===== config.mk =====
export PLATFORM = sky130hd
export DESIGN_NAME = dfs_graph_store
export DESIGN_NICKNAME = d
export VERILOG_FILES = /design/src/hw/rtl/dfs_pkg.sv /design/src/hw/rtl/dfs_graph_store.sv
export SDC_FILE = /design/constraint.sdc
export NUM_CORES = 2
export LEC_CHECK = 0
export BUFFER_PORTS_ARGS = -buffer_cell sky130_fd_sc_hd__buf_2
export CORE_UTILIZATION = 35
export DETAILED_ROUTE_END_ITERATION = 12
export GPL_ROUTABILITY_DRIVEN = 0
export PLACE_DENSITY = 0.53
export REMOVE_ABC_BUFFERS = 1
export SYNTH_ARGS = -nofsm -noshare
export SYNTH_HDL_FRONTEND = slang
export SYNTH_MEMORY_MAX_BITS = 65536
export SYNTH_SLANG_ARGS = --single-unit

===== constraint.sdc =====
create_clock -name clk -period 2.21 [get_ports clk]
set_input_delay 0 -clock clk [delete_from_list [all_inputs] [get_ports clk]]
set_output_delay 0 -clock clk [all_outputs]
set_load 0.005 [all_outputs]

===== src/hw/rtl/dfs_pkg.sv =====
// ----------------------------------------------------------------------------
// dfs_pkg
// Types and constants of the depth-first search engine
// ----------------------------------------------------------------------------
`default_nettype none

package dfs_pkg;

	// default sizes
	localparam int DEF_MAX_VERTICES = 64;
	localparam int DEF_MAX_EDGES    = 256;

	// fixed field widths
	localparam int VTX_W = 6;
	localparam int CFG_W = 6;

	// configuration register indexes
	localparam logic [0:0] CFG_UNDIRECTED = 1'b0;
	localparam logic [0:0] CFG_VCOUNT     = 1'b1;

	// operation codes
	localparam logic OP_EDGE   = 1'b0;
	localparam logic OP_SEARCH = 1'b1;

	// result status codes
	localparam logic [1:0] STS_OK    = 2'd0;
	localparam logic [1:0] STS_RANGE = 2'd1;
	localparam logic [1:0] STS_FULL  = 2'd2;

	typedef struct packed {
		logic             op;
		logic [VTX_W-1:0] vertex_a;
		logic [VTX_W-1:0] vertex_b;
	} req_t;

	typedef struct packed {
		logic [VTX_W-1:0] visited_vertex;
		logic             last;
		logic [1:0]       status;
	} rsp_t;

	// sequencer states
	typedef enum logic [3:0] {
		S_IDLE,
		S_ACK,
		S_LINK_A,
		S_LINK_RD_B,
		S_LINK_B,
		S_ROOT,
		S_SCAN,
		S_POP,
		S_TEST,
		S_DESC,
		S_FINAL
	} dfs_state_t;

	// graph store strobes
	typedef struct packed {
		logic head_rd;
		logic head_wr;
		logic edge_rd;
		logic edge_wr;
	} gs_ctrl_t;

	// walk stack strobes
	typedef struct packed {
		logic rd;
		logic wr;
	} ws_ctrl_t;

endpackage

`default_nettype wire


===== src/hw/rtl/dfs_graph_store.sv =====
// ----------------------------------------------------------------------------
// dfs_graph_store
// List heads per vertex and the edge entry store, registered reads
// ----------------------------------------------------------------------------
`default_nettype none

module dfs_graph_store import dfs_pkg::*; #(
	parameter int MAX_VERTICES = DEF_MAX_VERTICES,
	parameter int MAX_EDGES    = DEF_MAX_EDGES
) (
	input  wire logic                                clk,
	input  wire logic                                arst_n,
	input  wire gs_ctrl_t                            ctrl,
	input  wire logic [$clog2(MAX_VERTICES)-1:0]     head_addr,
	input  wire logic [$clog2(MAX_EDGES):0]          head_wr_data,
	output      logic [$clog2(MAX_EDGES):0]          head_rd_data,
	input  wire logic [$clog2(MAX_EDGES)-1:0]        edge_addr,
	input  wire logic [VTX_W-1:0]                    edge_wr_target,
	input  wire logic [$clog2(MAX_EDGES):0]          edge_wr_next,
	output      logic [VTX_W-1:0]                    edge_rd_target,
	output      logic [$clog2(MAX_EDGES):0]          edge_rd_next
);

	localparam int EA = $clog2(MAX_EDGES);
	localparam int EW = EA + 1;
	localparam logic [EW-1:0] END_MARK = EW'(MAX_EDGES);

	logic [EW-1:0]         head_mem [MAX_VERTICES];
	logic [MAX_VERTICES-1:0] head_vld_q;
	logic [EW-1:0]         head_rd_q;
	logic                  head_hit_q;
	logic [VTX_W+EW-1:0]   edge_mem [MAX_EDGES];
	logic [VTX_W+EW-1:0]   edge_rd_q;

	// list head memory
	always_ff @(posedge clk) begin
		if (ctrl.head_wr) begin
			head_mem[head_addr] <= head_wr_data;
		end
		if (ctrl.head_rd) begin
			head_rd_q <= head_mem[head_addr];
		end
	end

	// written marks, an unwritten head reads as the end marker
	always_ff @(posedge clk or negedge arst_n) begin
		if (!arst_n) begin
			head_vld_q <= '0;
			head_hit_q <= 1'b0;
		end else begin
			if (ctrl.head_wr) begin
				head_vld_q[head_addr] <= 1'b1;
			end
			if (ctrl.head_rd) begin
				head_hit_q <= head_vld_q[head_addr];
			end
		end
	end

	assign head_rd_data = head_hit_q ? head_rd_q : END_MARK;

	// edge entries: target vertex and link to the next entry
	always_ff @(posedge clk) begin
		if (ctrl.edge_wr) begin
			edge_mem[edge_addr] <= {edge_wr_target, edge_wr_next};
		end
		if (ctrl.edge_rd) begin
			edge_rd_q <= edge_mem[edge_addr];
		end
	end

	assign edge_rd_target = edge_rd_q[VTX_W+EW-1:EW];
	assign edge_rd_next   = edge_rd_q[EW-1:0];

endmodule

`default_nettype wire


# [Word level (Yosys, flattened, before mapping)]
# Memories as Yosys holds them, arrays and structs flattened. A register that Yosys moved wholly into a read port is not among the register bits.
# Cells that the tools add are included.
[totals] regBits=65 mem_bits_rw=4416 inputBits=44 output_inout_bits=24 wordCells=17 memories=2
[classes] order_cmp=2 mux=9 n_bitwise=1 reduce_logical=1
[memory_table] name="edge_mem" words=256 width=15 rd=1 rd_clocked_by_memory_dff=1 wr=1 line="dfs_graph_store.sv:32" text="logic [VTX_W+EW-1:0] edge_mem [MAX_EDGES];"
[memory_table] name="head_mem" words=64 width=9 rd=1 rd_clocked_by_memory_dff=1 wr=1 line="dfs_graph_store.sv:28" text="logic [EW-1:0] head_mem [MAX_VERTICES];"
[op_table] cell="$or 64x64->64" count=1
[op_table] cell="$mux 9" count=1
[op_table] cell="$lt 6x7->1 const B" count=1
[op_table] cell="$bmux 1 s6" count=1
[op_table] cell="$demux 1 s6" count=1
[op_table] cell="$ge 6x1->1 const B" count=1
[op_table] cell="$mux 1" count=6
[op_table] cell="$logic_and 1x1->1" count=1

# [Depth between registers and ports, before layout]
[logic_depth] word_depth=5 mapped_depth=11 mapped_depth_nobuf=6

# [Worst setup path before layout]
# No wires, ideal clock.
[synth_timing] path_type="input-to-reg" from="input edge_addr[2]" to="memory edge_mem[112][0] in the netlist's numbering (enable)" setup_ps=386 t_arrival_ps=2155 t_required_ps=1824 slack_ps=-331 path_stages=7 path_buffers=4 path_cell_list="buf_2 nor2_1 clkbuf_1 buf_1 nand2_1 clkbuf_1 nor2_1"
[synth_rtl] element="from (decl)" line="dfs_graph_store.sv:17" text="input wire logic [$clog2(MAX_EDGES)-1:0] edge_addr,"
[synth_rtl] element="to (decl)" line="dfs_graph_store.sv:32"
# Straight into the memory's write port.

==> reports/results.ini <==
[power]
ir_drop_mv=0.7615
p_per_area_mw_per_mm2=864.4
power.leakage_nw=66.89

[synthesis]
syn_avg_cell_area_um2=22.18
synth-seq-cells=4505
async_reset_ff_share_pct=1.443
syn_inst=7709
yosysUniqueCellTypes=53
synth_ff_type=edfxtp_1
seq_area_frac_synth_pct=78.92
yosys_warnings=0
netlist_area_mm2=0.1710
synth_edf_count=4440

[clock_tree]
cts_tree=done
cts_sinks=4505
postCtsSetupBuffers=0
clk_pin_slew_worst_paths_ns=0.06
cts_htree_levels=5
clkLatencyLatePin_ns=1.04
root_buffer=clkbuf_16
numCtsBuffers=461
cts.path.max_buffers=4

[global_route]
gr-usage-all-layers_pct=19.55
grt-ovfl-total=0
grt_pass1_vias=89253
antenna_found_initial=26
grt_max_degree=107
grt_pass1_wl_um=691000

[critical_path]
cp_data_arrival_time_ns=3.31
cp_max_fo=1
cp-startpoint=edge_mem[207][10]$_DFFE_PP_
critPathKind=flip-flop to flip-flop
r2r-start=edge_mem[207][10]$_DFFE_PP_
rrSetupSlack_ns=-0.39
worstSetupEndpointType=flip-flop
cp.required_ns=2.93
start_kind=flip-flop

[route]
routed_wl_um=489300
avgViaCountPerCell=5.458
postRouteAntennaNets=0
first_iter_violations=10130
via_count=87386
firstDrtPassIters=7
top_layer=met5
wl_per_cell_um=30.56
drc=0
met3_length_um=33790
wl_met2_um=236400
wl_met1_um=206300

[sta]
period_needed_ns=2.596
clock-skew-final_ns=0.1087
hold_slack_ns=0.05439
fmax_mhz=385.2
timing_hold_violations_final=0
fin_crit_sh_pct=117.5
relSlewSlack_pct=15.76
worstMarginPinSlew_ns=1.259
setup_ws_ns=-0.3861
setup_viol=16
rsz0062_at_grt=true
slew_violations=0

[final_layout]
fin_nets=9208
drive_gt1_share_pct=36.92
finish.instance_area_mm2=0.2105
fillers=41362
final_util_pct=43.29
areaGrowthSynthToFinish_pct=23.07
final_cells=16011

[die]
core_mm2=0.4862
die_h_um=701.0
start_util_pct=35.17
dieWidth_um=701.0
num_io_pins=68
fp-row-count=256
die_area_mm2=0.4914

[hold_path]
min_from=edge_wr_target[1]
hold_path_class=input port to flip-flop

[placement]
post_dp_cell_area_mm2=0.1930
dp_worst_setup_slack_ns=-1.590
place_hpwl_um=309200
dp_cells=15105
io_buffer_count=67

[outcome]
violations=setup timing
status=finished with violations

[flow_run]
cap_violations=0

==> worst max-delay path: stages (launching register included) <==
cell and delay [ns]:
edfxtp_1 0.36, mux4_2 0.50, a22oi_2 0.24, buf_4 0.15, a21oi_2 0.09, o41ai_4 0.64
buf_4 0.21, nand4_1 0.08
==> through the flow <==
step | TNS (ns) | total power [W]
2_1_floorplan | - | 0.09990
3_3_place_gp | -674.61 | 0.1067
3_5_place_dp | -708.47 | 0.1069
4_1_cts | -2.826 | 0.1833
5_1_grt | -3.358 | 0.1869
6_report | -2.533 | 0.1819
==> state kept, by name (all words and copies together), names as in the netlist <==
register,count
edge_mem,3840
head_mem,576
head_hit_q,1
head_rd_q,9
edge_rd_q,15
head_vld_q,64
==> path summary, 6_finish.rpt <==
check | end | cells past startpoint
max | edge_rd_q[10]$_DFFE_PP_ | 7
min in group asynchronous | head_vld_q[14]$_DFFE_PN0P_ | 3
min | edge_mem[34][10]$_DFFE_PP_ | 2
max reg2reg | edge_rd_q[10]$_DFFE_PP_ | 7
max in group asynchronous | head_vld_q[34]$_DFFE_PN0P_ | 3
min reg2reg | head_vld_q[38]$_DFFE_PN0P_ | 1
==> layout by cell type (no fill, tap or decap), types with 16 or more instances in the layout <==
master | Yosys | routed
mux2_2 | 47 | 46
a22oi_2 | 0 | 140
o22ai_1 | 31 | 26
buf_6 | 6 | 19
mux2i_1 | 69 | 68
nand2_1 | 73 | 56
o41ai_4 | 0 | 36
clkinv_1 | 0 | 108
a221oi_1 | 61 | 51
dfrtp_1 | 65 | 65
o21ai_0 | 22 | 19
nor2_1 | 353 | 349
nand4_1 | 16 | 16
buf_12 | 0 | 401
buf_4 | 19 | 920
bufinv_16 | 0 | 36
o41ai_2 | 0 | 20
clkinv_2 | 0 | 80
or2_2 | 66 | 66
mux4_2 | 1029 | 1029
dlygate4sd3_1 | 0 | 63
nand2_2 | 0 | 17
a21oi_4 | 0 | 30
edfxtp_1 | 4440 | 4440
buf_8 | 0 | 16
buf_2 | 136 | 46
clkbuf_1 | 272 | 114
a22oi_1 | 509 | 369
a21oi_1 | 266 | 177
a21oi_2 | 0 | 59
clkbuf_16 | 0 | 464
==> routing by layer <==
layer,track usage (%),vias to the layer above
met5,0,-
met4,4.953,2
met3,2.903,667
met2,31.90,3327
met1,27.61,47512
li1,-,35878
==> synthesized netlist by cell type, drive strengths merged, types with 4 or more instances <==
cell type / n / area (um^2)
nor2b: 14 / 87.58
nand3: 6 / 30.03
nand2: 73 / 274.0
o221ai: 10 / 87.58
dfrtp: 65 / 1627
a211oi: 5 / 37.54
o2bb2ai: 7 / 61.31
o22ai: 31 / 193.9
or2: 66 / 412.9
nand2b: 7 / 43.79
clkbuf: 272 / 1021
mux2: 47 / 529.3
nand4: 16 / 100.1
or4: 5 / 37.54
o22a: 8 / 70.07
edfxtp: 4440 / 133300
nor2: 353 / 1325
and2: 16 / 100.1
a22oi: 509 / 3821
a22o: 9 / 78.83
a221oi: 61 / 534.3
o21ai: 22 / 110.1
a31oi: 4 / 25.02
a21oi: 266 / 1331
o41ai: 60 / 525.5
mux4: 1029 / 23170
mux2i: 69 / 690.7
a221o: 6 / 60.06
buf: 201 / 1041
==> area by class of cell <==
| class | count | area [um^2] | share of cell area, % |
|---|---|---|---|
| inverter | 3 | 11.26 | 0.005350 |
| clock buffer | 588 | 12180 | 5.786 |
| tap | 6450 | 8070 | 3.835 |
| antenna | 5 | 12.51 | 0.005945 |
| multi-input combinational | 2728 | 36410 | 17.30 |
| timing repair buffer | 1465 | 16250 | 7.721 |
| sequential | 4505 | 135000 | 64.12 |
| clock inverter | 267 | 2581 | 1.226 |
==> where the power goes <==
part | switching, W | internal (W) | leakage (nW) | total (W)
clock network | 0.0332 | 0.0432 | 7.16 | 0.0763
logic | 0.00656 | 0.00445 | 19.0 | 0.0110
registers | 0.000239 | 0.0943 | 40.7 | 0.0946
==> timing repair <==
| item | 4_1_cts | 5_1_grt |
|---|---|---|
| pin swaps | 122 | 71 |
| hold buffers | 69 | 0 |
| setup endpoints to repair | 23 | 26 |
| gates resized for setup | 279 | 97 |
| endpoints found under the hold margin | 6425 | 0 |
==> kinds of logic (layout without fill, tap and decap cells) <==
family,count (synthesis),after routing,synth area share [%]
simple gates,574,574,1.488
compound gates,1009,1009,4.115
buf+inv,476,2323,1.212
flops,4505,4505,78.92
other cells,0,5,0
mux,1145,1145,14.27
Power figures use the tool's default switching activity.
